`src/bdq_pkg.sv`:
```
// shared constants, codes and types of the bounded deque
package bdq_pkg;

    localparam int CAPACITY   = 16;
    localparam int DATA_WIDTH = 32;
    localparam int SLOT_W     = $clog2(CAPACITY);
    localparam int CNT_W      = $clog2(CAPACITY + 1);
    localparam int POS_W      = 4;
    localparam int CMD_W      = 3;
    localparam int STATUS_W   = 2;
    // index width wide enough for both the position field and the count
    localparam int IDX_W      = (CNT_W > POS_W) ? CNT_W : POS_W;

    typedef enum logic [CMD_W-1:0] {
        CMD_PUSH_BACK  = 3'd0,
        CMD_PUSH_FRONT = 3'd1,
        CMD_REMOVE     = 3'd2,
        CMD_READ       = 3'd3,
        CMD_CLEAR      = 3'd4
    } t_cmd;

    typedef enum logic [STATUS_W-1:0] {
        ST_OK        = 2'd0,
        ST_FULL      = 2'd1,
        ST_NOT_FOUND = 2'd2,
        ST_EMPTY     = 2'd3
    } t_status;

    typedef enum logic [1:0] {
        S_IDLE,
        S_START,
        S_WALK
    } t_state;

    typedef logic [SLOT_W-1:0]     t_slot;
    typedef logic [CNT_W-1:0]      t_count;
    typedef logic [IDX_W-1:0]      t_idx;
    typedef logic [DATA_WIDTH-1:0] t_data;

endpackage

```
`src/bdq_if.sv`:
```
// command and result channel interfaces of the bounded deque
interface bdq_cmd_if;
    import bdq_pkg::*;

    logic             valid;
    logic             ready;
    logic [CMD_W-1:0] cmd;
    t_data            value;
    logic [POS_W-1:0] position;

    modport source(output valid, output cmd, output value, output position, input ready);
    modport sink(input valid, input cmd, input value, input position, output ready);
endinterface

interface bdq_res_if;
    import bdq_pkg::*;

    logic                valid;
    logic                ready;
    t_data               read_value;
    t_count              count;
    logic [STATUS_W-1:0] status;

    modport source(output valid, output read_value, output count, output status, input ready);
    modport sink(input valid, input read_value, input count, input status, output ready);
endinterface

```
`src/bdq_ram.sv`:
```
// generic single-write, single-read ram with registered read data
module bdq_ram #(
    parameter int WIDTH = 8,
    parameter int DEPTH = 16
) (
    input  logic                     i_clk,
    input  logic                     i_we,
    input  logic [$clog2(DEPTH)-1:0] i_waddr,
    input  logic [WIDTH-1:0]         i_wdata,
    input  logic [$clog2(DEPTH)-1:0] i_raddr,
    output logic [WIDTH-1:0]         o_rdata
);

    logic [WIDTH-1:0] r_mem [DEPTH];
    logic [WIDTH-1:0] r_rdata;

    always_ff @(posedge i_clk) begin
        if (i_we) begin
            r_mem[i_waddr] <= i_wdata;
        end
        r_rdata <= r_mem[i_raddr];
    end

    assign o_rdata = r_rdata;

endmodule

```
`src/bounded_deque_with_key_removal_core.sv`:
```
// bounded deque with removal by value: linked slots held in three rams
//
// Usage: commands arrive on i_cmd (cmd, value, position) and each one gives
// exactly one transfer on o_res (read_value, count, status). Push back and
// push front take the lowest free slot and refuse with status full when all
// slots are used. Remove walks from the front and unlinks the first match;
// read walks from the front to the given position, clamped to the last entry.
// Clear empties the list. Unused command codes only report the count.
// Timing: one command is in flight at a time. Push, clear and commands that
// find the list empty fill the result register in the start step, once the
// result register is free. Remove and read go on to the walk step, which
// follows the next links one slot per cycle through the read port of the
// slot rams and visits 1 to 16 slots before it loads the result register.
// The next command is taken the cycle after the result register is loaded.
// A new command is accepted while an earlier result still waits on o_res;
// its execution holds at the start step until the result register is free.
// Reset (synchronous, active low) empties the list and drops any pending
// result; slot rams are not cleared since only linked slots are read.
module bounded_deque_with_key_removal_core (
    input  logic     i_clk,
    input  logic     i_rst_n,
    bdq_cmd_if.sink  i_cmd,
    bdq_res_if.source o_res
);
    import bdq_pkg::*;

    t_state              r_state, n_state;
    t_slot               r_head, n_head;
    t_slot               r_tail, n_tail;
    t_count              r_count, n_count;
    logic [CAPACITY-1:0] r_free, n_free;
    t_slot               r_cur, n_cur;
    t_idx                r_idx, n_idx;

    logic [CMD_W-1:0]    r_cmd;
    t_data               r_value;
    t_idx                r_steps;

    logic                r_out_valid, n_out_valid;
    t_data               r_rd, n_rd;
    t_count              r_out_count, n_out_count;
    logic [STATUS_W-1:0] r_status, n_status;

    logic   accept;
    logic   out_free;
    t_slot  free_slot;
    t_idx   pos_ext;
    t_idx   count_ext;

    t_slot  raddr;
    t_data  rd_val;
    t_slot  rd_next;
    t_slot  rd_prev;
    logic   val_we, next_we, prev_we;
    t_slot  val_waddr, next_waddr, prev_waddr;
    t_slot  next_wdata, prev_wdata;

    bdq_ram #(.WIDTH(DATA_WIDTH), .DEPTH(CAPACITY)) u_val_ram (
        .i_clk   (i_clk),
        .i_we    (val_we),
        .i_waddr (val_waddr),
        .i_wdata (r_value),
        .i_raddr (raddr),
        .o_rdata (rd_val)
    );

    bdq_ram #(.WIDTH(SLOT_W), .DEPTH(CAPACITY)) u_next_ram (
        .i_clk   (i_clk),
        .i_we    (next_we),
        .i_waddr (next_waddr),
        .i_wdata (next_wdata),
        .i_raddr (raddr),
        .o_rdata (rd_next)
    );

    bdq_ram #(.WIDTH(SLOT_W), .DEPTH(CAPACITY)) u_prev_ram (
        .i_clk   (i_clk),
        .i_we    (prev_we),
        .i_waddr (prev_waddr),
        .i_wdata (prev_wdata),
        .i_raddr (raddr),
        .o_rdata (rd_prev)
    );

    assign i_cmd.ready      = (r_state == S_IDLE);
    assign accept           = i_cmd.valid && i_cmd.ready;
    assign out_free         = !r_out_valid || o_res.ready;
    assign o_res.valid      = r_out_valid;
    assign o_res.read_value = r_rd;
    assign o_res.count      = r_out_count;
    assign o_res.status     = r_status;

    assign pos_ext   = IDX_W'(i_cmd.position);
    assign count_ext = IDX_W'(r_count);

    // lowest numbered free slot
    always_comb begin
        free_slot = '0;
        for (int i = CAPACITY - 1; i >= 0; i--) begin
            if (r_free[i]) begin
                free_slot = SLOT_W'(i);
            end
        end
    end

    always_comb begin
        n_state     = r_state;
        n_head      = r_head;
        n_tail      = r_tail;
        n_count     = r_count;
        n_free      = r_free;
        n_cur       = r_cur;
        n_idx       = r_idx;
        n_out_valid = r_out_valid && !o_res.ready;
        n_rd        = r_rd;
        n_out_count = r_out_count;
        n_status    = r_status;
        raddr       = r_head;
        val_we      = 1'b0;
        next_we     = 1'b0;
        prev_we     = 1'b0;
        val_waddr   = free_slot;
        next_waddr  = free_slot;
        prev_waddr  = free_slot;
        next_wdata  = free_slot;
        prev_wdata  = free_slot;

        case (r_state)
            S_IDLE: begin
                if (accept) begin
                    n_state = S_START;
                end
            end

            S_START: begin
                if (out_free) begin
                    n_out_valid = 1'b1;
                    n_rd        = '0;
                    n_status    = ST_OK;
                    n_state     = S_IDLE;
                    case (r_cmd)
                        CMD_PUSH_BACK, CMD_PUSH_FRONT: begin
                            if (r_count == CNT_W'(CAPACITY)) begin
                                n_status = ST_FULL;
                            end else begin
                                val_we = 1'b1;
                                n_free[free_slot] = 1'b0;
                                n_count = r_count + 1'b1;
                                if (r_cmd == CMD_PUSH_BACK) begin
                                    prev_we    = 1'b1;
                                    prev_wdata = (r_count == '0) ? free_slot : r_tail;
                                    next_we    = (r_count != '0);
                                    next_waddr = r_tail;
                                    n_tail     = free_slot;
                                    if (r_count == '0) begin
                                        n_head = free_slot;
                                    end
                                end else begin
                                    next_we    = 1'b1;
                                    next_wdata = (r_count == '0) ? free_slot : r_head;
                                    prev_we    = (r_count != '0);
                                    prev_waddr = r_head;
                                    n_head     = free_slot;
                                    if (r_count == '0) begin
                                        n_tail = free_slot;
                                    end
                                end
                            end
                        end
                        CMD_REMOVE, CMD_READ: begin
                            if (r_count == '0) begin
                                n_status = ST_EMPTY;
                            end else begin
                                // head slot data arrives next cycle
                                n_out_valid = 1'b0;
                                raddr       = r_head;
                                n_cur       = r_head;
                                n_idx       = '0;
                                n_state     = S_WALK;
                            end
                        end
                        CMD_CLEAR: begin
                            n_free  = '1;
                            n_head  = '0;
                            n_tail  = '0;
                            n_count = '0;
                        end
                        default: begin
                        end
                    endcase
                    n_out_count = n_count;
                end
            end

            S_WALK: begin
                if (r_cmd == CMD_READ && r_idx == r_steps) begin
                    n_out_valid = 1'b1;
                    n_rd        = rd_val;
                    n_status    = ST_OK;
                    n_out_count = r_count;
                    n_state     = S_IDLE;
                end else if (r_cmd == CMD_REMOVE && rd_val == r_value) begin
                    // unlink the matching slot
                    next_we      = (r_idx != '0);
                    next_waddr   = rd_prev;
                    next_wdata   = rd_next;
                    prev_we      = (r_idx + 1'b1 != count_ext);
                    prev_waddr   = rd_next;
                    prev_wdata   = rd_prev;
                    if (r_idx == '0) begin
                        n_head = rd_next;
                    end
                    if (r_idx + 1'b1 == count_ext) begin
                        n_tail = rd_prev;
                    end
                    n_free[r_cur] = 1'b1;
                    n_count       = r_count - 1'b1;
                    if (r_count == CNT_W'(1)) begin
                        n_head = '0;
                        n_tail = '0;
                    end
                    n_out_valid = 1'b1;
                    n_rd        = '0;
                    n_status    = ST_OK;
                    n_out_count = n_count;
                    n_state     = S_IDLE;
                end else if (r_cmd == CMD_REMOVE && r_idx + 1'b1 == count_ext) begin
                    n_out_valid = 1'b1;
                    n_rd        = '0;
                    n_status    = ST_NOT_FOUND;
                    n_out_count = r_count;
                    n_state     = S_IDLE;
                end else begin
                    // follow the next link straight from the read data
                    raddr = rd_next;
                    n_cur = rd_next;
                    n_idx = r_idx + 1'b1;
                end
            end

            default: begin
                n_state = S_IDLE;
            end
        endcase
    end

    always_ff @(posedge i_clk) begin
        if (!i_rst_n) begin
            r_state     <= S_IDLE;
            r_head      <= '0;
            r_tail      <= '0;
            r_count     <= '0;
            r_free      <= '1;
            r_out_valid <= 1'b0;
        end else begin
            r_state     <= n_state;
            r_head      <= n_head;
            r_tail      <= n_tail;
            r_count     <= n_count;
            r_free      <= n_free;
            r_out_valid <= n_out_valid;
        end
    end

    always_ff @(posedge i_clk) begin
        r_cur       <= n_cur;
        r_idx       <= n_idx;
        r_rd        <= n_rd;
        r_out_count <= n_out_count;
        r_status    <= n_status;
        if (accept) begin
            r_cmd   <= i_cmd.cmd;
            r_value <= i_cmd.value;
            // clamp a position past the end to the last entry
            r_steps <= (pos_ext < count_ext) ? pos_ext : count_ext - 1'b1;
        end
    end

`ifndef ASSERT_OFF
    a_count_bound: assert property (@(posedge i_clk) disable iff (!i_rst_n)
        r_count <= CNT_W'(CAPACITY))
        else $error("entry count above capacity");

    a_free_balance: assert property (@(posedge i_clk) disable iff (!i_rst_n)
        ($countones(r_free) + int'(r_count)) == CAPACITY)
        else $error("free map and entry count disagree");

    a_accept_start: assert property (@(posedge i_clk) disable iff (!i_rst_n)
        accept |=> (r_state == S_START))
        else $error("accepted command did not start");

    a_empty_ptrs: assert property (@(posedge i_clk) disable iff (!i_rst_n)
        (r_count == '0) |-> (r_head == '0 && r_tail == '0))
        else $error("empty list with nonzero head or tail");

    a_walk_range: assert property (@(posedge i_clk) disable iff (!i_rst_n)
        (r_state == S_WALK) |-> (r_idx < count_ext))
        else $error("walk index past the end of the list");
`endif

endmodule
```
`src/flat_wrapper.sv`:
```
// flat-port wrapper written by rule: the top's interface ports become plain ports
module bounded_deque_with_key_removal_core_flat import bdq_pkg::*;
  (i_clk, i_rst_n, i_cmd_valid, i_cmd_cmd, i_cmd_value, i_cmd_position, i_cmd_ready, o_res_valid, o_res_read_value, o_res_count, o_res_status, o_res_ready);
  bdq_cmd_if i_cmd_i ();
  bdq_res_if o_res_i ();
  input  logic i_clk;
  input  logic i_rst_n;
  input wire logic [$bits(i_cmd_i.valid)-1:0] i_cmd_valid;
  input wire logic [$bits(i_cmd_i.cmd)-1:0] i_cmd_cmd;
  input wire logic [$bits(i_cmd_i.value)-1:0] i_cmd_value;
  input wire logic [$bits(i_cmd_i.position)-1:0] i_cmd_position;
  output wire logic [$bits(i_cmd_i.ready)-1:0] i_cmd_ready;
  output wire logic [$bits(o_res_i.valid)-1:0] o_res_valid;
  output wire logic [$bits(o_res_i.read_value)-1:0] o_res_read_value;
  output wire logic [$bits(o_res_i.count)-1:0] o_res_count;
  output wire logic [$bits(o_res_i.status)-1:0] o_res_status;
  input wire logic [$bits(o_res_i.ready)-1:0] o_res_ready;
  assign i_cmd_i.valid = i_cmd_valid;
  assign i_cmd_i.cmd = i_cmd_cmd;
  assign i_cmd_i.value = i_cmd_value;
  assign i_cmd_i.position = i_cmd_position;
  assign i_cmd_ready = i_cmd_i.ready;
  assign o_res_valid = o_res_i.valid;
  assign o_res_read_value = o_res_i.read_value;
  assign o_res_count = o_res_i.count;
  assign o_res_status = o_res_i.status;
  assign o_res_i.ready = o_res_ready;
  bounded_deque_with_key_removal_core u_core (.i_clk(i_clk), .i_rst_n(i_rst_n), .i_cmd(i_cmd_i), .o_res(o_res_i));
endmodule
```
`config.mk`:
```
export PLATFORM = sky130hd
export DESIGN_NAME = bounded_deque_with_key_removal_core_flat
export DESIGN_NICKNAME = d
export VERILOG_FILES = /design/src/bdq_pkg.sv /design/src/bdq_if.sv /design/src/bdq_ram.sv /design/src/bounded_deque_with_key_removal_core.sv /design/src/flat_wrapper.sv
export SDC_FILE = /design/constraint.sdc
export NUM_CORES = 1
export LEC_CHECK = 0
export ABC_CLOCK_PERIOD_IN_PS = 6000
export BUFFER_PORTS_ARGS = -buffer_cell sky130_fd_sc_hd__buf_4
export CORE_UTILIZATION = 30
export DETAILED_ROUTE_END_ITERATION = 10
export PLACE_DENSITY = 0.47
export SYNTH_ARGS = -nofsm -noshare
export SYNTH_HDL_FRONTEND = slang
export SYNTH_SLANG_ARGS = --single-unit
export TNS_END_PERCENT = 1
```
`constraint.sdc`:
```
create_clock -name i_clk -period 6 [get_ports i_clk]
set_input_delay 0.3 -clock i_clk [delete_from_list [all_inputs] [get_ports i_clk]]
set_output_delay 0.3 -clock i_clk [all_outputs]
set_load 0.01 [all_outputs]
```
; ---- Yosys cells after proc, flatten, opt, wreduce, memory -nomap -nowiden
; Memories as Yosys holds them, arrays and structs flattened. A register that Yosys moved wholly into a read port is not among the register bits.
; Index checks and enable logic that the tools add are counted.
[classes]
n_addsub = 3
order_cmp = 5
n_eq_ne = 25
muxes = 151
bitwise = 3
reduce_logical = 26
[ops]
columns = operator, count
row1 = $mux 4, 63
row2 = $mux 32, 4
row3 = $pmux 4 s2, 9
row4 = $mux 5, 13
row5 = $mux 16, 4
row6 = $pmux 16 s2, 2
row7 = $pmux 32 s2, 1
row8 = $pmux 5 s2, 4
row9 = $eq 32x32->1, 1
row10 = $mux 1, 31
row11 = $mux 2, 12
row12 = $reduce_and 7->1, 3
row13 = $and 16x16->16, 1
row14 = $not 16->16, 1
row15 = $or 16x16->16, 1
row16 = $add 5x1->5 const B, 2
row17 = $eq 5x5->1, 2
row18 = $logic_not 5->1, 2
row19 = $lt 4x5->1 const B, 2
row20 = $ne 2x2->1 const B, 5
row21 = $reduce_bool 5->1, 2
row22 = $demux 1 s4, 2
row23 = $ge 4x1->1 const B, 2
row24 = $pmux 2 s2, 2
row25 = other kinds (26), 42
[totals]
register_bits = 120
mem_bits_rw = 640
input_bits = 43
elab_cells = 231
mem_count = 3
[mem_list]
columns = memory, depth, word_bits, rd, rd_ports_with_merged_regs, write_ports, line
row1 = u_core.u_val_ram.r_mem, 16, 32, 1, 1, 1, bdq_ram.sv:14  ; logic [WIDTH-1:0] r_mem [DEPTH];
row2 = u_core.u_next_ram.r_mem, 16, 4, 1, 1, 1, bdq_ram.sv:14
row3 = u_core.u_prev_ram.r_mem, 16, 4, 1, 1, 1, bdq_ram.sv:14

; ---- Logic depth before layout (Yosys ltp)
; Gate-level depths: netlist of the first run.
[depth]
depth_word = 26
depth_mapped = 12
depth_no_buf = 10

; ---- Cells and area by module
; Synthesis of the first run repeated with hierarchy kept, for this count alone.
[hier_totals]
hier_cells = 1809
area_unflattened_um2 = 32217.1
[modules_own_cells]
columns = mod, n_inst, cells_per_inst, area_each_um2
row1 = bdq_ram (u_core.u_val_ram), 1, 838, 19835.3
row2 = bounded_deque_with_key_removal_core, 1, 711, 7049.3
row3 = bdq_ram (u_core.u_next_ram ...), 2, 130, 2666.3

; ---- Worst setup path after synthesis of the first run
; Ideal clock, no wire load.
[synth_timing]
path_type = reg2reg
startpoint = reg u_core.r_value[7]
endpoint = reg u_core.r_out_count[0] (netlist: u_core.o_res.count[0]) (enable)
setup_time_ps = 435
t_arrival_ps = 3903
required_ps = 5565
path_slack_ps = 1661
stages_incl_launch_ff = 9
path_buffers = 2
period_less_slack_ps = 4339
path_cell_list = edfxtp_1 -> xor2_1 -> or3_1 -> nand3b_1 -> o31ai_4 -> nor2_2 -> buf_2 -> clkbuf_1 -> nor2_1
[synth_between]
elab_chain_cells = 4
[synth_rtl]
columns = item, line
row1 = "start, declared", bounded_deque_with_key_removal_core.sv:36  ; t_data r_value;
row2 = "start signal, assigned", bounded_deque_with_key_removal_core.sv:273  ; r_value <= i_cmd.value;
row3 = $eq 32x32->1, bounded_deque_with_key_removal_core.sv:202  ; end else if (r_cmd == CMD_REMOVE && rd_val == r_value) begin
row4 = $logic_and 1x1->1, bounded_deque_with_key_removal_core.sv:202
row5 = $ne 4x1->1 (no line), -
row6 = $reduce_and 3->1 (no line), -
row7 = "end signal, assigned", bounded_deque_with_key_removal_core.sv:269  ; r_out_count <= n_out_count;
row8 = "end, declared", bounded_deque_with_key_removal_core.sv:41  ; t_count r_out_count, n_out_count;
; No other way between the ends.
; A chain may end at the register's enable or synchronous reset.

; ---- Worst setup path in the final report of the first run
[layout_timing]
startpoint = reg u_core.r_value[5]
endpoint = mem u_core.u_next_ram.r_mem[6][3] (netlist bit) (enable)
[layout_between]
elab_chain_cells = 7
word_cells_on_any_way = 10
[layout_rtl]
columns = item, line
row1 = $eq 32x32->1 (*), bounded_deque_with_key_removal_core.sv:202
row2 = $logic_and 1x1->1 (*), bounded_deque_with_key_removal_core.sv:202
row3 = $mux 1, bounded_deque_with_key_removal_core.sv:202
row4 = $mux 1, bounded_deque_with_key_removal_core.sv:196  ; if (r_cmd == CMD_READ && r_idx == r_steps) begin
row5 = $pmux 1 s2, bounded_deque_with_key_removal_core.sv:128  ; case (r_state)
row6 = $mux 1, bdq_ram.sv:18  ; if (i_we) begin
row7 = $mux 1 (implied by the code), bdq_ram.sv:19  ; r_mem[i_waddr] <= i_wdata;
row8 = "end, declared", bdq_ram.sv:14
; Every way passes the cells marked *; elsewhere a longest branch is shown, timed or not.

==> results of run 1 <==
==> sequential cells by signal, summed over array words and instances, names as in the netlist, 16 cells and up <==
name / cells
u_core.r_value: 32
u_core.r_free: 16
u_core.o_res.read_value: 32
u_core.u_val_ram.o_rdata: 32
u_core.u_prev_ram.r_mem: 64
u_core.u_val_ram.r_mem: 512
u_core.u_next_ram.r_mem: 64
==> layout by cell type (no fill, tap or decap), types with 40 or more instances in the layout <==
cell type / synthesis / layout
dfxtp_1: 72 / 68
a311oi_1: 325 / 325
or4_1: 42 / 42
o22ai_1: 162 / 162
a21oi_1: 201 / 198
nor2_1: 75 / 57
inv_1: 177 / 177
nand2b_1: 491 / 491
edfxtp_1: 728 / 728
o21ai_0: 47 / 41
nor4_1: 202 / 201
a211oi_1: 178 / 178
a22oi_1: 176 / 176
clkbuf_16: 0 / 97
and2_1: 41 / 40
dlygate4sd3_1: 0 / 40
nand2_1: 376 / 376
buf_4: 3 / 179
==> final timing paths <==
kind / cells past startpoint / start / endpoint / slack, ns
max: 9 / u_core.r_value[5] / u_core.u_next_ram.r_mem[6][3] / 1.10
min: 5 / i_cmd_valid / u_core.r_state[1] / 0.16
max reg2reg: 9 / u_core.r_value[5] / u_core.u_next_ram.r_mem[6][3] / 1.10
min reg2reg: 2 / u_core.r_state[1] / u_core.r_state[1] / 0.48
==> power groups by stage <==
stage                     clock [mW]  combinational [mW]  sequential [mW]
after floorplan                    0                1.60             6.53
after detailed placement           0                2.48             6.75
after global placement             0                2.46             6.76
final                           5.88                2.51             6.64
after CTS                       5.99                2.51             6.64
after global routing            6.19                2.69             6.66
==> final cells by class <==
class / instances / area share (%)
clock buffer: 129 / 5.35
clock inverter: 51 / 1.10
inverter: 178 / 1.37
multi-input combinational: 2583 / 34.5
sequential: 800 / 47.8
tap: 1876 / 4.82
timing repair buffer: 255 / 5.06
==> metal layers <==
metal	GRT usage, %	share of wire [%]	vias up
met5	0	0	-
met4	7.96	3.2	0
met3	2.73	6.5	255
met2	34.9	46	1378
met1	30.2	44	17200
li1	-	-	15200
==> worst min-delay path: cells and delay by family <==
family          cells  cell delay, ns
simple gates        3            0.37
buf+inv             1            0.09
compound gates      1            0.05
==> timing repair <==
item                                    in CTS  in global routing
hold buffers                                40                  0
hold endpoints to repair                    58                  0
endpoints found under the setup margin       0                  0
resized for setup                            0                  0
==> stage by stage <==
step	setup WS, ns	utilization, %	hold WS [ns]
4_1_cts	1.20	35.0	0.131
3_3_place_gp	1.24	32.4	0.465
5_1_grt	0.882	35.0	0.180
2_1_floorplan	1.66	-	0.399
6_report	1.10	35.0	0.158
3_5_place_dp	1.21	32.4	0.471
==> cells by family after synthesis <==
| family | count (synthesis) | share of synthesized area [%] |
|---|---|---|
| flip-flops | 800 | 55.4 |
| multiplexers | 20 | 0.509 |
| XOR/XNOR | 53 | 1.10 |
| AND/OR/NAND/NOR | 1327 | 17.1 |
| AO/OA/AOI/OAI | 1172 | 20.1 |
| adder cells (fa/ha/maj) | 11 | 0.327 |
| buffers and inverters | 569 | 5.36 |
==> out/metrics.csv, run 1 <==
metric,value,unit
worst-path cell chain,"xnor2_1, nor4bb_1, nand4_1, o31ai_4, buf_4, a21oi_1, o21bai_1, nand3b_1, nor4_1",
Final Skew,0.0515,ns
top-count cell post-synth,edfxtp_1,
Via density,5.79,
total global-route track usage,21.8,%
Core Box Area,139000,µm²
Boundary Pins,84,
Area Growth Syn to Fin,15.9,%
Synthesized Nets,4006,
Synth Flop Type,edfxtp_1,
top post-synthesis cells by area,"edfxtp_1, nand2b_1, a311oi_1",
DRC,2,
P_sw,4.51,mW
Lkg Pwr,15.8,nW
switching share of power,30.0,%
Post-Synthesis Cell Area,42000,µm²
share of power burned in registers,44.2,%
Worst IR Drop VDD,273,µV
Mapped Avg Cell Area,10.6,µm²
Port Buffers,83,
# fillers,13700,
sequential share of the synthesized area,55.4,%
Worst EP required,6.33,ns
vias in the first global route,32300,
YS warnings,0,
Die Ht,376,µm
CP max-delay cell,nor4_1,
crit start category,flop,
Yosys reg bits,800,
clk sinks,800,
die width,376,µm
TritonCTS clock tree,yes,
Num CTS Buffers,95,
H-tree Lvls,3,
"Buf+Inv Stages, Crit Path",1,
Worst-Margin Slew,1.31,ns
CP top delay family,simple AND/OR/NAND/NOR gates,
Post-synth EDFFs,728,
Root Buffer,clkbuf_16,
post-synth top area share,52.0,%
Multi-input gate area,16800,µm²
outcome,"complete, but fails checks",
largest net degree at the start of global routing,210,
initial core utilization,30.2,%
Rows,137,
final layout net count,3967,
first-pass GRT wire length,230000,µm
RSZ-0062 raised after global routing,no,
global route overflow,0,
worst-path fanout max,17,
"FFs w/ async S/R, synth",0,%
WL final,159000,µm
via count,34000,
antenna diode count,0,
Post-CTS Setup Inserts,0,
DRT iter0 DRCs,3899,
power share of the combinational group,16.7,%
clk_lat worst skew,0.73,ns
clock tree buffer depth,3,
Design Power,15.0,mW
Fin. Hold Viols,0,
critical path class,reg -> reg,
DIE AREA,142000,µm²
TritonRoute pass-1 iters,9,
final setup vio count,0,
initial antenna violation count,4,
relative slew slack,12.6,%
Placer Congestion,0.825,
failing checks,DRC,
WL/cell,27.0,µm
"Clk pin slew, worst setup/hold paths",0.06,ns
max-slew violation count,0,
Syn Inst Count,3952,
setup TNS,0,ns
Worst Hold Class,in -> reg,
DRT antenna net count,0,
CP Capture Type,flop,
Int Power,10.5,mW
Detailed Place HPWL,86800,µm
placed cell area,45200,µm²
Layout Cell Area excl Fill,48700,µm²
Post-synth top cells,"edfxtp_1, nand2b_1, nand2_1",
largest area contributor in the synthesized netlist,edfxtp_1,
fin cells,5872,
layout cell share with drive strength beyond 1,10.6,%
PwrDens,308,nW/µm²
sequential cell area,23300,µm²
fin crit share,81.7,%
Max stage delay on crit path,0.87,ns
number of max-cap violations,0,
Yosys cell types,70,
critical path arrival,5.23,ns
fin crit period,4.90,ns
FMAX,204,MHz
placed cells,5652,
Clock power frac,39.1,%
Power figures use the tool's default switching activity.
==> inputs of run 2 (changes only) <==
--- a/config.mk
+++ b/config.mk
@@ -5,11 +5,12 @@
 export SDC_FILE = /design/constraint.sdc
 export NUM_CORES = 1
 export LEC_CHECK = 0
-export ABC_CLOCK_PERIOD_IN_PS = 6000
+export ABC_AREA = 1
+export ABC_CLOCK_PERIOD_IN_PS = 4500
 export BUFFER_PORTS_ARGS = -buffer_cell sky130_fd_sc_hd__buf_4
 export CORE_UTILIZATION = 30
 export DETAILED_ROUTE_END_ITERATION = 10
-export PLACE_DENSITY = 0.47
+export PLACE_DENSITY = 0.49
 export SYNTH_ARGS = -nofsm -noshare
 export SYNTH_HDL_FRONTEND = slang
 export SYNTH_SLANG_ARGS = --single-unit
==> constraint.sdc (replaced) <==
create_clock -name i_clk -period 4.5 [get_ports i_clk]
set_input_delay 0.225 -clock i_clk [delete_from_list [all_inputs] [get_ports i_clk]]
set_output_delay 0.225 -clock i_clk [all_outputs]
set_load 0.01 [all_outputs]
==> run 2 against run 1 <==
  * The flow now finishes without violations
  * Largest cell class unchanged
  * Combinational power rose to 3.7 times the previous value
  * Register-to-register slack worse by 0.68 ns
  * Highest routed layer unchanged
  * Total power increased by 77%
  * Clock skew decreased by 0.021 ns
  * Critical path type unchanged
==> out/metrics.csv, run 2 <==
metric,value,unit
clk_lat worst skew,0.66,ns
Max stage delay on crit path,0.54,ns
max reg flops,512,
Placer Congestion,0.906,
sequential share of the synthesized area,64.9,%
initial antenna violation count,0,
fin cells,5370,
Post-Synthesis Cell Area,35900,µm²
fin crit period,4.08,ns
post-synth top area share,60.9,%
vias in the first global route,24500,
share of power burned in registers,37.8,%
largest area contributor in the synthesized netlist,edfxtp_1,
first-pass GRT wire length,164000,µm
PwrDens,629,nW/µm²
Rows,126,
clk sinks,800,
WL final,111000,µm
final layout net count,3748,
Synthesized Nets,3620,
CP Capture Type,flop,
fin crit share,90.6,%
Boundary Pins,84,
Post-synth EDFFs,728,
Area Growth Syn to Fin,17.8,%
top post-synthesis cells by area,"edfxtp_1, nand3_1, nand2_1",
H-tree Lvls,3,
YS warnings,0,
Worst IR Drop VDD,499,µV
Top reg by flops,u_core.u_val_ram.r_mem,
FMAX,245,MHz
critical path arrival,4.39,ns
Final Skew,0.0302,ns
top-count cell post-synth,edfxtp_1,
worst slack at placement,0.506,ns
top layer in use,met4,
switching share of power,38.5,%
Design Power,26.6,mW
DIE AREA,121000,µm²
power share of the combinational group,35.0,%
Int Power,16.4,mW
Die Ht,348,µm
Worst EP required,4.81,ns
Root Buffer,clkbuf_16,
P_sw,10.3,mW
worst-path cell chain,"buf_4, xnor2_1, nor3b_1, nand3_1, nor2_1, nand3_2, and2_1, nand2_1, o21ai_0, o21ai_0, nand3_1, nor2_1",
outcome,"complete, no violations",
Worst R2R Path Depth,12,
critical path class,reg -> reg,
max-slew violation count,0,
DRT iter0 DRCs,2451,
die width,348,µm
setup TNS,0,ns
Worst Hold Class,in -> reg,
DRC,0,
Core Box Area,118000,µm²
Worst-Margin Slew,1.05,ns
met1 WL,48900,µm
routed wl met2,52700,µm
end of the critical path,u_core.u_prev_ram.r_mem[8][2],
RSZ-0062 raised after global routing,no,
Via density,4.71,
Syn Inst Count,3566,
worst-path fanout max,17,
Lkg Pwr,17.2,nW
Detailed Place HPWL,61000,µm
"commonest non-fill, non-tap cell in the layout",edfxtp_1,
hold path cells,4,
worst setup path start,u_core.r_value[27],
most frequent cells in the layout,"edfxtp_1, nand3_1, nand2_1",
DRT antenna net count,0,
TritonCTS clock tree,yes,
Fin. Hold Viols,0,
largest registers,"u_core.u_val_ram.r_mem: 512 flops, u_core.u_next_ram.r_mem: 64 flops, u_core.u_prev_ram.r_mem: 64 flops",
Post-synth top cells,"edfxtp_1, nand3_1, nand2_1",
crit start category,flop,
Num CTS Buffers,90,
number of max-cap violations,0,
worst r2r src,u_core.r_value[27],
layout cell share with drive strength beyond 1,9.02,%
Yosys cell types,48,
Clock power frac,27.3,%
TritonRoute pass-1 iters,6,
Synth Flop Type,edfxtp_1,
antenna diode count,0,
clock tree buffer depth,3,
reg2reg setup slack,0.42,ns
total global-route track usage,18.1,%
"Clk pin slew, worst setup/hold paths",0.06,ns
Reg2Reg Capture Point,u_core.u_prev_ram.r_mem[8][2],
"FFs w/ async S/R, synth",0,%
DR WL met3,5900,µm
largest net degree at the start of global routing,105,
Port Buffers,83,
initial core utilization,30.3,%
Mapped Avg Cell Area,10.1,µm²
WL/cell,20.6,µm
setup ws final,0.421,ns
via count,25300,
CP max-delay cell,nor3b_1,
placed cells,5161,
relative slew slack,29.7,%
Yosys reg bits,800,
final setup vio count,0,
global route overflow,0,
cts repair resizes,0,
run 2: changes by cell type after synthesis, moves of 118 or more:
cell	change
o22ai_1	-157
a311oi_1	-325
a211oi_1	-177
a21oi_1	-158
a22oi_1	-175
nand2b_1	-491
nand3b_1	+118
nand2_1	+305
nand3_1	+684
inv_1	+485
nor4_1	-196
clkbuf_1	-225
run 2: power groups by stage:
stage,clock (mW),combinational [mW],sequential (mW)
floorplan,0,5.56,10.1
global placement,0,9.30,10.2
detailed placement,0,9.32,10.2
CTS,7.41,9.39,10.1
global route,7.69,10.2,10.1
finish,7.26,9.31,10.1
run 2: how the worst min path moves through the flow:
| stage | endpoint | slack, ns | startpoint |
|---|---|---|---|
| floorplan | u_core.r_cmd[0] | 0.32 | i_cmd_cmd[0] |
| global placement | u_core.r_value[19] | 0.40 | i_cmd_value[19] |
| detailed placement | u_core.r_value[19] | 0.40 | i_cmd_value[19] |
| CTS | u_core.r_cmd[1] | 0.07 | i_cmd_valid |
| global route | u_core.r_cmd[1] | 0.12 | i_cmd_valid |
| finish | u_core.r_state[0] | 0.10 | i_cmd_valid |
run 2: per-stage QoR:
step | area [µm²] | util [%] | hold slack [ns]
after floorplan | 35900 | - | 0.324
after global placement | 39000 | 32.9 | 0.404
after detailed placement | 39000 | 32.9 | 0.405
after CTS | 42300 | 35.7 | 0.0714
after global routing | 42300 | 35.7 | 0.123
final | 42300 | 35.7 | 0.100
run 2: cell type report:
class	count	area, µm²
fill	11900	76100
timing repair buffer	208	2110
sequential	800	23300
clock buffer	124	2480
clock inverter	44	404
inverter	668	2510
tap	1600	2000
multi-input combinational	1926	9490
run 2: critical path: cells and delay by family, from the launching register on:
family / cells / cell delay, ns
and+or+nand+nor: 8 / 2.22
buffers and inverters: 1 / 0.23
DFF: 1 / 0.43
xor gates and xnor gates: 1 / 0.36
AOI/OAI and AO/OA: 2 / 0.50
run 2: kinds of logic (layout without fill, tap and decap cells):
logic type,after synthesis,after routing,synth area share (%)
and+or+nand+nor,1722,1722,22.2
buffers and inverters,840,1044,9.25
DFF,800,800,64.9
AOI/OAI and AO/OA,158,158,2.46
xor gates and xnor gates,35,35,0.853
adders and majority gates,11,11,0.383
run 2: what timing repair did:
action,4_1_cts,5_1_grt
hold buffers,41,0
hold endpoints to repair,65,0
buffers inserted,0,0
run 2: routing by layer:
metal / up-vias / GRT usage (%)
met5: - / 0
met4: 0 / 5.77
met3: 148 / 2.25
met2: 764 / 30.3
met1: 12300 / 24.4
li1: 12100 / -
